**src/sv/dmarb_pkg.sv**
```systemverilog
// ============================================================================
// dmarb_pkg
// Shared types and constants of the four-channel DMA register block.
// ============================================================================
package dmarb_pkg;

    localparam int CHANNELS = 4;

    // Register offsets outside the per-channel window.
    localparam logic [6:0] STATUS_ADDR  = 7'h40;
    localparam logic [6:0] ARBITER_ADDR = 7'h48;

    // Per-channel register index, bits 3:0 of the offset.
    localparam logic [3:0] REG_CONTROL = 4'd0;
    localparam logic [3:0] REG_COUNT   = 4'd1;
    localparam logic [3:0] REG_SRC_HI  = 4'd3;
    localparam logic [3:0] REG_SRC_LO  = 4'd4;
    localparam logic [3:0] REG_DST_HI  = 4'd5;
    localparam logic [3:0] REG_DST_LO  = 4'd6;

    // Bus access kinds.
    localparam logic CMD_READ  = 1'b0;
    localparam logic CMD_WRITE = 1'b1;

    // Control word bit positions.
    localparam int CTL_ENABLE    = 31;
    localparam int CTL_TERMINAL  = 30;
    localparam int CTL_DONE_IRQ  = 29;
    localparam int CTL_ERROR_IRQ = 28;
    localparam int CTL_WIDTH_LSB = 25;

    localparam int COUNT_W = 20;
    localparam int BYTES_W = 27;

    typedef struct packed {
        logic        command;
        logic [6:0]  reg_addr;
        logic [31:0] write_data;
        logic        transfer_ok;
    } access_t;

    typedef struct packed {
        logic [31:0]        read_data;
        logic               copy_request;
        logic [63:0]        copy_source;
        logic [63:0]        copy_dest;
        logic [BYTES_W-1:0] copy_bytes;
        logic [3:0]         irq_lines;
    } result_t;

endpackage

```
**src/sv/dmarb_regs.sv**
```systemverilog
// ============================================================================
// dmarb_regs
// Channel and global registers, access decode, transfer start and the
// combinational result of the access held in the input register.
// ============================================================================
module dmarb_regs
(
    input  logic               clk,
    input  logic               rst_n,
    input  logic               fire,
    input  dmarb_pkg::access_t acc,
    output dmarb_pkg::result_t res
);

    logic [31:0]                   chan_ctl_reg   [dmarb_pkg::CHANNELS];
    logic [dmarb_pkg::COUNT_W-1:0] xfer_count_reg [dmarb_pkg::CHANNELS];
    logic [63:0]                   src_reg   [dmarb_pkg::CHANNELS];
    logic [63:0]                   dst_reg   [dmarb_pkg::CHANNELS];
    logic [dmarb_pkg::CHANNELS-1:0] done_reg;
    logic [dmarb_pkg::CHANNELS-1:0] err_reg;
    logic [1:0]                    arb_reg;
    logic [dmarb_pkg::CHANNELS-1:0] irq_reg;

    logic [31:0]                   chan_ctl_next   [dmarb_pkg::CHANNELS];
    logic [dmarb_pkg::COUNT_W-1:0] xfer_count_next [dmarb_pkg::CHANNELS];
    logic [63:0]                   src_next   [dmarb_pkg::CHANNELS];
    logic [63:0]                   dst_next   [dmarb_pkg::CHANNELS];
    logic [dmarb_pkg::CHANNELS-1:0] done_next;
    logic [dmarb_pkg::CHANNELS-1:0] err_next;
    logic [1:0]                    arb_next;
    logic [dmarb_pkg::CHANNELS-1:0] irq_next;

    logic [1:0]  ch;
    logic [3:0]  rsel;
    logic        in_chan;
    logic        is_write;
    logic        start;
    logic [2:0]  width;
    logic [6:0]  align_mask;
    logic        aligned;
    logic        copy_ok;
    logic [dmarb_pkg::BYTES_W-1:0] bytes;
    logic [31:0] status_view;
    logic [31:0] ctrl_new;
    logic [31:0] rd;

    assign ch       = acc.reg_addr[5:4];
    assign rsel     = acc.reg_addr[3:0];
    assign is_write = (acc.command == dmarb_pkg::CMD_WRITE);
    assign in_chan  = !acc.reg_addr[6] && (32'(ch) < 32'(dmarb_pkg::CHANNELS));

    assign width      = acc.write_data[dmarb_pkg::CTL_WIDTH_LSB +: 3];
    assign align_mask = (7'd1 << width) - 7'd1;
    assign aligned    = ((src_reg[ch][6:0] & align_mask) == 7'd0) &&
                        ((dst_reg[ch][6:0] & align_mask) == 7'd0);
    assign copy_ok    = aligned && acc.transfer_ok;
    assign bytes      = {{(dmarb_pkg::BYTES_W - dmarb_pkg::COUNT_W){1'b0}},
                         xfer_count_reg[ch]} << width;
    assign ctrl_new   = {1'b0, acc.write_data[30:0]};

    assign start = in_chan && is_write && (rsel == dmarb_pkg::REG_CONTROL) &&
                   acc.write_data[dmarb_pkg::CTL_ENABLE] &&
                   acc.write_data[dmarb_pkg::CTL_TERMINAL] &&
                   !done_reg[ch] && !err_reg[ch];

    // Status layout: done of channel i at bit 31-i, error at bit 27-4i.
    always_comb
    begin
        status_view = 32'd0;
        for (int i = 0; i < dmarb_pkg::CHANNELS; i++)
        begin
            status_view[31 - i]     = done_reg[i];
            status_view[27 - 4 * i] = err_reg[i];
        end
    end

    always_comb
    begin
        for (int i = 0; i < dmarb_pkg::CHANNELS; i++)
        begin
            chan_ctl_next[i]   = chan_ctl_reg[i];
            xfer_count_next[i] = xfer_count_reg[i];
            src_next[i]        = src_reg[i];
            dst_next[i]        = dst_reg[i];
        end
        done_next = done_reg;
        err_next  = err_reg;
        arb_next  = arb_reg;
        irq_next  = irq_reg;

        if (is_write && in_chan)
        begin
            unique case (rsel)
                dmarb_pkg::REG_CONTROL:
                begin
                    chan_ctl_next[ch] = acc.write_data;
                    if (start)
                    begin
                        if (copy_ok)
                        begin
                            src_next[ch]        = src_reg[ch] + 64'(bytes);
                            dst_next[ch]        = dst_reg[ch] + 64'(bytes);
                            xfer_count_next[ch] = '0;
                            done_next[ch]       = 1'b1;
                        end
                        else
                        begin
                            err_next[ch] = 1'b1;
                        end
                        chan_ctl_next[ch] = ctrl_new;
                        irq_next[ch]  = (ctrl_new[dmarb_pkg::CTL_TERMINAL] &&
                                         ctrl_new[dmarb_pkg::CTL_DONE_IRQ] &&
                                         done_next[ch]) ||
                                        (err_next[ch] && ctrl_new[dmarb_pkg::CTL_ERROR_IRQ]);
                    end
                end
                dmarb_pkg::REG_COUNT:
                    xfer_count_next[ch] = acc.write_data[dmarb_pkg::COUNT_W-1:0];
                dmarb_pkg::REG_SRC_HI: src_next[ch][63:32] = acc.write_data;
                dmarb_pkg::REG_SRC_LO: src_next[ch][31:0]  = acc.write_data;
                dmarb_pkg::REG_DST_HI: dst_next[ch][63:32] = acc.write_data;
                dmarb_pkg::REG_DST_LO: dst_next[ch][31:0]  = acc.write_data;
                default: ;
            endcase
        end
        else if (is_write && (acc.reg_addr == dmarb_pkg::STATUS_ADDR))
        begin
            // Write-one-to-clear; a channel's interrupt is re-evaluated only
            // when its done bit is written.
            for (int i = 0; i < dmarb_pkg::CHANNELS; i++)
            begin
                done_next[i] = done_reg[i] & !acc.write_data[31 - i];
                err_next[i]  = err_reg[i] & !acc.write_data[27 - 4 * i];
            end
            for (int i = 0; i < dmarb_pkg::CHANNELS; i++)
            begin
                if (acc.write_data[31 - i])
                begin
                    irq_next[i] = (chan_ctl_reg[i][dmarb_pkg::CTL_TERMINAL] &&
                                   chan_ctl_reg[i][dmarb_pkg::CTL_DONE_IRQ] &&
                                   done_next[i]) ||
                                  (err_next[i] && chan_ctl_reg[i][dmarb_pkg::CTL_ERROR_IRQ]);
                end
            end
        end
        else if (is_write && (acc.reg_addr == dmarb_pkg::ARBITER_ADDR))
        begin
            arb_next = acc.write_data[31:30];
        end
    end

    always_comb
    begin
        rd = 32'd0;
        if (!is_write)
        begin
            if (in_chan)
            begin
                unique case (rsel)
                    dmarb_pkg::REG_CONTROL: rd = chan_ctl_reg[ch];
                    dmarb_pkg::REG_COUNT:   rd = 32'(xfer_count_reg[ch]);
                    dmarb_pkg::REG_SRC_HI:  rd = src_reg[ch][63:32];
                    dmarb_pkg::REG_SRC_LO:  rd = src_reg[ch][31:0];
                    dmarb_pkg::REG_DST_HI:  rd = dst_reg[ch][63:32];
                    dmarb_pkg::REG_DST_LO:  rd = dst_reg[ch][31:0];
                    default:                rd = 32'd0;
                endcase
            end
            else if (acc.reg_addr == dmarb_pkg::STATUS_ADDR)
            begin
                rd = status_view;
            end
            else if (acc.reg_addr == dmarb_pkg::ARBITER_ADDR)
            begin
                rd = {arb_reg, 30'd0};
            end
        end
    end

    always_comb
    begin
        res.read_data    = rd;
        res.copy_request = start && copy_ok;
        res.copy_source  = (start && copy_ok) ? src_reg[ch] : 64'd0;
        res.copy_dest    = (start && copy_ok) ? dst_reg[ch] : 64'd0;
        res.copy_bytes   = (start && copy_ok) ? bytes : '0;
        res.irq_lines    = 4'(irq_next);
    end

    always_ff @(posedge clk or negedge rst_n)
    begin
        if (!rst_n)
        begin
            for (int i = 0; i < dmarb_pkg::CHANNELS; i++)
            begin
                chan_ctl_reg[i]   <= '0;
                xfer_count_reg[i] <= '0;
                src_reg[i]        <= '0;
                dst_reg[i]        <= '0;
            end
            done_reg <= '0;
            err_reg  <= '0;
            arb_reg  <= '0;
            irq_reg  <= '0;
        end
        else if (fire)
        begin
            for (int i = 0; i < dmarb_pkg::CHANNELS; i++)
            begin
                chan_ctl_reg[i]   <= chan_ctl_next[i];
                xfer_count_reg[i] <= xfer_count_next[i];
                src_reg[i]        <= src_next[i];
                dst_reg[i]        <= dst_next[i];
            end
            done_reg <= done_next;
            err_reg  <= err_next;
            arb_reg  <= arb_next;
            irq_reg  <= irq_next;
        end
    end

endmodule

```
**src/sv/four_channel_dma_register_block_unit.sv**
```systemverilog
// ============================================================================
// four_channel_dma_register_block_unit
// Bus-access front end of a four-channel memory-to-memory DMA controller.
// ============================================================================
//
//  Channel | Direction | Carries
//  --------+-----------+------------------------------------------------------
//  s_*     | in        | one register read or write, with memory accept flag
//  m_*     | out       | read data, copy request and interrupt levels
//
//  Each access is held in the input register and its result then sits in the
//  output register, one transfer per cycle while the output is not stalled.
//  The register update and the 64-bit address advance happen in the
//  combinational logic between the two registers.
//  Reset clears all channel and global registers and both valid flags.
//  A stalled output holds its result and the input register keeps the next
//  access, so the input stalls only when both stages are full.
//
module four_channel_dma_register_block_unit
(
    input  logic         clk,
    input  logic         rst_n,
    input  logic         s_tvalid,
    output logic         s_tready,
    input  logic [39:0]  s_tdata,   // reg_addr[6:0], write_data[38:7], transfer_ok[39]
    input  logic         s_tuser,   // command[0]
    output logic         m_tvalid,
    input  logic         m_tready,
    output logic [191:0] m_tdata    // read_data[31:0], copy_request[32],
                                    // copy_source[96:33], copy_dest[160:97],
                                    // copy_bytes[187:161], irq_lines[191:188]
);

    logic               in_valid_reg;
    dmarb_pkg::access_t in_data_reg;
    logic               out_valid_reg;
    dmarb_pkg::result_t out_data_reg;
    dmarb_pkg::result_t res;
    logic               advance;

    assign advance  = in_valid_reg && (!out_valid_reg || m_tready);
    assign s_tready = !in_valid_reg || advance;
    assign m_tvalid = out_valid_reg;
    assign m_tdata  = {out_data_reg.irq_lines, out_data_reg.copy_bytes,
                       out_data_reg.copy_dest, out_data_reg.copy_source,
                       out_data_reg.copy_request, out_data_reg.read_data};

    dmarb_regs u_regs
    (
        .clk   (clk),
        .rst_n (rst_n),
        .fire  (advance),
        .acc   (in_data_reg),
        .res   (res)
    );

    always_ff @(posedge clk or negedge rst_n)
    begin
        if (!rst_n)
        begin
            in_valid_reg  <= 1'b0;
            out_valid_reg <= 1'b0;
        end
        else
        begin
            if (s_tvalid && s_tready)
            begin
                in_valid_reg <= 1'b1;
            end
            else if (advance)
            begin
                in_valid_reg <= 1'b0;
            end

            if (advance)
            begin
                out_valid_reg <= 1'b1;
            end
            else if (m_tready)
            begin
                out_valid_reg <= 1'b0;
            end
        end
    end

    always_ff @(posedge clk)
    begin
        if (s_tvalid && s_tready)
        begin
            in_data_reg.command     <= s_tuser;
            in_data_reg.reg_addr    <= s_tdata[6:0];
            in_data_reg.write_data  <= s_tdata[38:7];
            in_data_reg.transfer_ok <= s_tdata[39];
        end
        if (advance)
        begin
            out_data_reg <= res;
        end
    end

    // The input stalls only when both the input and output stages are full.
    a_stall_only_when_full: assert property (@(posedge clk) disable iff (!rst_n)
        !s_tready |-> (in_valid_reg && out_valid_reg && !m_tready))
        else $error("input stalled while a stage was free");

    // A processed access always produces a result in the next cycle.
    a_result_follows: assert property (@(posedge clk) disable iff (!rst_n)
        advance |=> m_tvalid)
        else $error("processed access left no result");

    // A copy is only issued by a write, so its read data is zero.
    a_copy_no_read: assert property (@(posedge clk) disable iff (!rst_n)
        (m_tvalid && m_tdata[32]) |-> (m_tdata[31:0] == 32'd0))
        else $error("copy request carried read data");

endmodule
```
**config.mk**
```make
export PLATFORM = sky130hd
export DESIGN_NAME = four_channel_dma_register_block_unit
export DESIGN_NICKNAME = d
export VERILOG_FILES = /design/src/sv/dmarb_pkg.sv /design/src/sv/dmarb_regs.sv /design/src/sv/four_channel_dma_register_block_unit.sv
export SDC_FILE = /design/constraint.sdc
export NUM_CORES = 2
export LEC_CHECK = 0
export BUFFER_PORTS_ARGS = -buffer_cell sky130_fd_sc_hd__buf_4
export CELL_PAD_IN_SITES_DETAIL_PLACEMENT = 0
export CELL_PAD_IN_SITES_GLOBAL_PLACEMENT = 1
export CORE_MARGIN = 4
export CORE_UTILIZATION = 46
export DETAILED_ROUTE_END_ITERATION = 12
export PLACE_DENSITY = 0.78
export SLEW_MARGIN = 20
export SYNTH_ARGS = -nofsm -noshare
export SYNTH_HDL_FRONTEND = slang
export SYNTH_SLANG_ARGS = --single-unit
```
**constraint.sdc**
```tcl
create_clock -name clk -period 5.6 [get_ports clk]
set_input_delay 0.56 -clock clk [delete_from_list [all_inputs] [get_ports clk]]
set_output_delay 0.56 -clock clk [all_outputs]
set_load 0.01 [all_outputs]
```
== After elaboration in Yosys (flattened, before gate mapping) ==
Index checks and enable logic that the tools add are counted.
Cells by class
  add/sub/neg operators: 3
  order comparisons: 4
  equal/unequal tests: 11
  shift-type cells: 2
  mux-type cells: 84
  bitwise logic cells: 17
  reduce and logical (&&, ||, !) cells: 65
Operator list (number)
  256-bit bitwise mux: 6
  256-bit case mux with 3 select lines: 2
  256-bit 2-to-1 mux: 4
  64-bit demux with 2-bit select: 3
  64-bit 2-to-1 mux: 6
  64-bit binary-select mux with 2-bit select: 2
  128-bit bitwise mux: 2
  32-bit 2-to-1 mux: 7
  32-bit case mux with 6 select lines: 1
  80-bit 2-to-1 mux: 2
  80-bit case mux with 2 select lines: 1
  64-bit by 27-bit adder with 64-bit output: 2
  128-bit 2-to-1 mux: 1
  80-bit AND: 1
  80-bit bitwise mux: 1
  4-bit 2-to-1 mux: 20
  80-bit NOT: 1
  32-bit binary-select mux with 2-bit select: 1
  32-bit demux with 2-bit select: 1
  20-bit 2-to-1 mux: 3
  20-bit binary-select mux with 2-bit select: 1
  20-bit demux with 2-bit select: 1
  1-bit logical AND: 30
  20-bit by 3-bit left shift with 27-bit output: 1
  30 further kinds: 86
Storage, ports and cells
  flip-flop bits (word level): 969
  input port bits: 45
  output and inout port bits: 194

== Logic depth before layout (Yosys ltp) ==
  depth in word-level cells: 20
  gate-level depth with buffers: 25
  gate-level depth less buffers: 16

== Hierarchy ==
From an unflattened synthesis, not the netlist that was laid out.
Second synthesis, totals
  cells, all modules: 4504
  area total of the unflattened synthesis: 49311.0 µm²
Modules (own cells, without submodules)
  dmarb_regs: times used 1, cells an instance 4263, area an instance 42210.5 µm²
  four_channel_dma_register_block_unit: times used 1, cells an instance 241, area an instance 7100.6 µm²

== Worst setup path after synthesis ==
OpenSTA, ideal clock, no wires.
  kind: input-to-reg
  start: input m_tready
  end: register (tool-made name)
  library setup time: 125 ps
  data arrival time: 6107 ps
  slack: -632 ps
  stages on the path: 8
  path buffers: 2
  path through: nand2b_1 nand2_1 inv_1 nand2_1 clkbuf_1 nor2_1 clkbuf_1 mux2_2
RTL lines
  start: declaration: RTL line four_channel_dma_register_block_unit.sv:28  | input logic m_tready,

== Worst setup path in the final report ==
  start: register in_data_reg[38] (netlist bit)
  end: register u_regs.dst_reg[152] (netlist bit)
Between the ends
  longest elaborated chain between the ends: 10
  elaborated cells between the ends (all ways): 43
  classes of those cells: add/sub: 1; order compare: 2; eq/ne: 2; shift: 1; mux: 24; bitwise: 3; reduce/logical: 10
RTL lines
  start: declaration: RTL line four_channel_dma_register_block_unit.sv:35  | dmarb_pkg::access_t in_data_reg;
  2-bit NOT with 3-bit output (not written as such): RTL line dmarb_regs.sv:58  | xfer_count_reg[ch]} << width;
  20-bit binary-select mux with 2-bit select: RTL line dmarb_regs.sv:58
  20-bit 2-to-1 mux (not written as such) (2 in a row): RTL line dmarb_regs.sv:58
  20-bit by 3-bit left shift with 27-bit output: RTL line dmarb_regs.sv:57  | assign bytes = {{(dmarb_pkg::BYTES_W - dmarb_pkg::COUNT_W){1'b0}},
  via u_regs.bytes, one bit: RTL line dmarb_regs.sv:42  | logic [dmarb_pkg::BYTES_W-1:0] bytes;
  64-bit by 27-bit adder with 64-bit output: RTL line dmarb_regs.sv:102  | dst_next[ch] = dst_reg[ch] + 64'(bytes);
  256-bit bitwise mux: RTL line dmarb_regs.sv:102
  256-bit 2-to-1 mux: RTL line dmarb_regs.sv:99  | if (copy_ok)
  256-bit 2-to-1 mux: RTL line dmarb_regs.sv:97  | if (start)
  256-bit case mux with 3 select lines: RTL line dmarb_regs.sv:93  | unique case (rsel)
  end signal: indexed assignment: RTL line dmarb_regs.sv:213  | dst_reg[i] <= dst_next[i];
  end: declaration: RTL line dmarb_regs.sv:18  | logic [63:0] dst_reg [dmarb_pkg::CHANNELS];
The timed path passes the listed nets, and every way through them passes these cells. The select of a mux whose other input is x is not followed.
A chain may end at the register's enable or synchronous reset.

==> flow_metrics.py <==
metrics = {
    "synth": {
        "ys_ff_latch": 969,
        "synthCells": 4171,
        "async_flop_share": 0.760,
        "ys.flop_type": "dfrtp_1",
        "synth.distinct_cells": 88,
        "synth-edff-count": 233,
        "ys_seq_area_frac": 0.522,
        "avgSynthCellArea_um2": 11.7,
        "synth_warnings": 0,
        "syn_area_um2": 48700,
        "syn_nets": 4272,
    },
    "drt": {
        "drc_errors": 0,
        "drtIter0Drc": 5495,
        "routedWlPerCell_um": 33.0,
        "viasPerCell": 6.79,
        "first_pass_iters": 7,
        "routed_wl_um": 192000,
        "vias": 39600,
        "ant_nets": 0,
    },
    "worst_setup_path": {
        "crit_arrival_ns": 6.05,
        "crit_required_ns": 6.26,
        "regToRegSetupSlack_ns": 0.20,
        "path_max_fanout": 30,
        "crit_path_start_kind": "flop",
        "r2r-end": "u_regs.dst_reg[152]$_DFFE_PN0P_",
        "critical_path.endpoint_type": "flop",
        "r2r-start": "in_data_reg[38]$_DFFE_PP_",
        "path_class": "flop to flop",
        "ff2ff_path_depth": 15,
    },
    "die": {
        "dieArea_um2": 111000,
        "fp.dieH_um": 333,
        "coreArea_um2": 105000,
        "die_width_um": 333,
        "rows": 119,
        "ios": 239,
        "start_util": 0.463,
    },
    "timing": {
        "fin_crit_ns": 5.40,
        "finalHoldViolCount": 0,
        "rsz0062_at_grt": "false",
        "setup_ws_ns": 0.202,
        "max_freq_mhz": 185,
        "setup-tns-final_ns": 0,
        "drv_slew": 0,
        "tightest_slew_ns": 1.18,
        "clock_skew_ns": 0.0366,
        "setup_violations": 0,
        "slew_headroom": 0.213,
        "period_share": 0.964,
    },
    "place": {
        "place_ws_ns": 0.359,
        "placed_cell_area_um2": 52200,
        "gp_congestion": 0.983,
        "placed_cells": 5618,
        "io_buffers": 238,
        "hpwl_um": 128000,
    },
    "cts": {
        "root_buffer": "clkbuf_16",
        "cts_tree": "done",
        "htreeDepth": 3,
        "cts_buffer_depth": 3,
        "clock_latency_ns": 0.72,
        "numCtsBuffers": 106,
        "clkTransAtPathRegs_ns": 0.07,
        "clock-sinks": 969,
    },
    "worst_hold_path": {
        "min_path_cells": 1,
        "holdCritPathClass": "input port to flop",
        "worstHoldEndpoint": "in_data_reg[19]$_DFFE_PP_",
        "min_from": "s_tdata[25]",
    },
    "pwr": {
        "vdd_drop_max_mv": 0.254,
        "clockPowerShare": 0.450,
        "p_per_area_nw_per_um2": 305,
        "p_int_uw": 12700,
        "p_comb_frac": 0.099,
        "swShare": 0.256,
        "p_sw_uw": 4380,
        "p_seq_frac": 0.451,
        "p_leak_uw": 0.0230,
    },
    "outcome": {
        "run_status": "finished clean",
    },
    "finish": {
        "instances_no_fill": 5832,
        "nets": 4438,
        "fillers": 9107,
        "layout_commonest_cell": "dfrtp_1",
        "seq_area_um2": 25400,
        "layout_common_cells": "dfrtp_1, buf_4, nand2_1, a22oi_1, a22o_1",
        "utilization": 0.533,
        "drive_above_1_share": 0.220,
        "multi_input_area_um2": 21600,
        "area_growth_pct": 15.2,
        "design_area_um2": 56100,
    },
    "grt": {
        "grt_pass1_vias": 38200,
        "grt_usage": 0.338,
        "grt_pass1_wl_um": 276000,
        "grt_max_degree": 133,
        "overflow": 0,
        "antenna_found_initial": 13,
    },
    "flow_run": {
        "maxCapViolCount": 0,
    },
}
[worst max-delay path by stage]
stage                                    startpoint  cells after the start                               to  slack (ns)
final                     in_data_reg[38]$_DFFE_PP_                     15  u_regs.dst_reg[152]$_DFFE_PN0P_        0.20
after global routing      in_data_reg[38]$_DFFE_PP_                     15  u_regs.dst_reg[152]$_DFFE_PN0P_        0.03
after CTS                 in_data_reg[37]$_DFFE_PP_                     14  u_regs.dst_reg[152]$_DFFE_PN0P_        0.34
after detailed placement  in_data_reg[38]$_DFFE_PP_                     17  u_regs.src_reg[184]$_DFFE_PN0P_        0.36
after global placement    in_data_reg[38]$_DFFE_PP_                     17  u_regs.src_reg[188]$_DFFE_PN0P_        0.49
after floorplan           in_data_reg[37]$_DFFE_PP_                     21  u_regs.dst_reg[181]$_DFFE_PN0P_        0.06
[timing repair]
| action | CTS | global route |
|---|---|---|
| hold buffers | 1 | 0 |
| endpoints found under the hold margin | 94 | 0 |
| resized for setup | 0 | 1 |
| endpoints found under the setup margin | 0 | 5 |
| buffers inserted | 0 | 0 |
[cell usage after synthesis, types with 9 or more instances]
library cell | number | share of area
a2bb2oi_1 | 24 | 0.0043
a21o_1 | 17 | 0.0026
dfrtp_1 | 736 | 0.38
o21ai_1 | 218 | 0.022
buf_1 | 15 | 0.0012
buf_4 | 16 | 0.0025
a22oi_1 | 355 | 0.055
nand3_1 | 47 | 0.0048
xnor2_1 | 81 | 0.015
clkbuf_1 | 236 | 0.018
nand2_1 | 368 | 0.028
or4_1 | 9 | 0.0014
nor2_1 | 144 | 0.011
a21oi_1 | 91 | 0.0094
nand4_1 | 22 | 0.0028
nor4_1 | 9 | 0.0012
or3_1 | 12 | 0.0015
and3_1 | 19 | 0.0024
a31oi_1 | 28 | 0.0036
nand2b_1 | 17 | 0.0022
edfxtp_1 | 233 | 0.14
and2_1 | 152 | 0.020
o22ai_1 | 15 | 0.0019
buf_6 | 13 | 0.0030
inv_1 | 39 | 0.0030
mux4_2 | 180 | 0.083
xor2_1 | 42 | 0.0076
mux2i_1 | 38 | 0.0078
a211oi_1 | 9 | 0.0014
a221oi_1 | 12 | 0.0022
nor3_1 | 41 | 0.0042
ha_1 | 54 | 0.014
nor2b_1 | 9 | 0.0012
o31ai_1 | 14 | 0.0022
a22o_1 | 246 | 0.044
a32oi_1 | 20 | 0.0036
mux2_2 | 145 | 0.034
o21ai_0 | 245 | 0.025
o211ai_1 | 13 | 0.0020
buf_2 | 79 | 0.0081
[final cells by class]
cell class | count | share of cell area
sequential | 969 | 0.453
inverter | 40 | 0.00279
timing repair buffer | 419 | 0.0595
antenna | 11 | 0.000491
tap | 1391 | 0.0310
clock inverter | 70 | 0.0170
multi-input combinational | 2801 | 0.385
clock buffer | 131 | 0.0508
[worst max-delay path, stage by stage (launching register included)]
cell,delay (ns)
edfxtp_1,0.52
buf_12,0.29
mux4_2,0.34
mux2i_1,0.15
mux2_2,0.32
mux2i_1,0.60
ha_1,0.43
a2111oi_0,0.41
o21ai_0,0.22
a211oi_1,0.39
nor2_1,0.19
a21boi_0,0.45
o21ai_0,0.17
xnor2_1,0.16
o21ai_0,0.46
a22o_1,0.25
[power groups by stage]
stage / logic, uW / registers (uW) / clock network, uW
after floorplan: 844 / 7840 / 0
after global placement: 1630 / 7830 / 0
after detailed placement: 1650 / 7830 / 0
after CTS: 1660 / 7700 / 7740
after global routing: 1780 / 7730 / 8050
final: 1690 / 7710 / 7700
[cells by family (layout without fill, tap and decap cells)]
family | count (synthesis) | after routing | share of synthesized area
AOI/OAI and AO/OA | 1372 | 1372 | 0.192
DFF | 969 | 969 | 0.522
and+or+nand+nor | 887 | 887 | 0.0876
buffers and inverters | 401 | 660 | 0.0367
muxes | 363 | 363 | 0.125
xor gates and xnor gates | 123 | 123 | 0.0221
adders and majority gates | 56 | 56 | 0.0147
other | 0 | 11 | 0
[layer usage]
metal / track usage / wire length (um)
met1: 0.455 / 72800
met2: 0.484 / 82400
met3: 0.104 / 24000
met4: 0.195 / 13200
met5: 0 / 45
[per-stage QoR]
| step | power, uW | hold slack [ns] |
|---|---|---|
| after floorplan | 8690 | 0.264 |
| after global placement | 9460 | 0.456 |
| after detailed placement | 9480 | 0.466 |
| after CTS | 17100 | 0.00198 |
| after global routing | 17600 | 0.0175 |
| final | 17100 | 0.0217 |
Note: power is estimated with default switching activity, not from simulation.
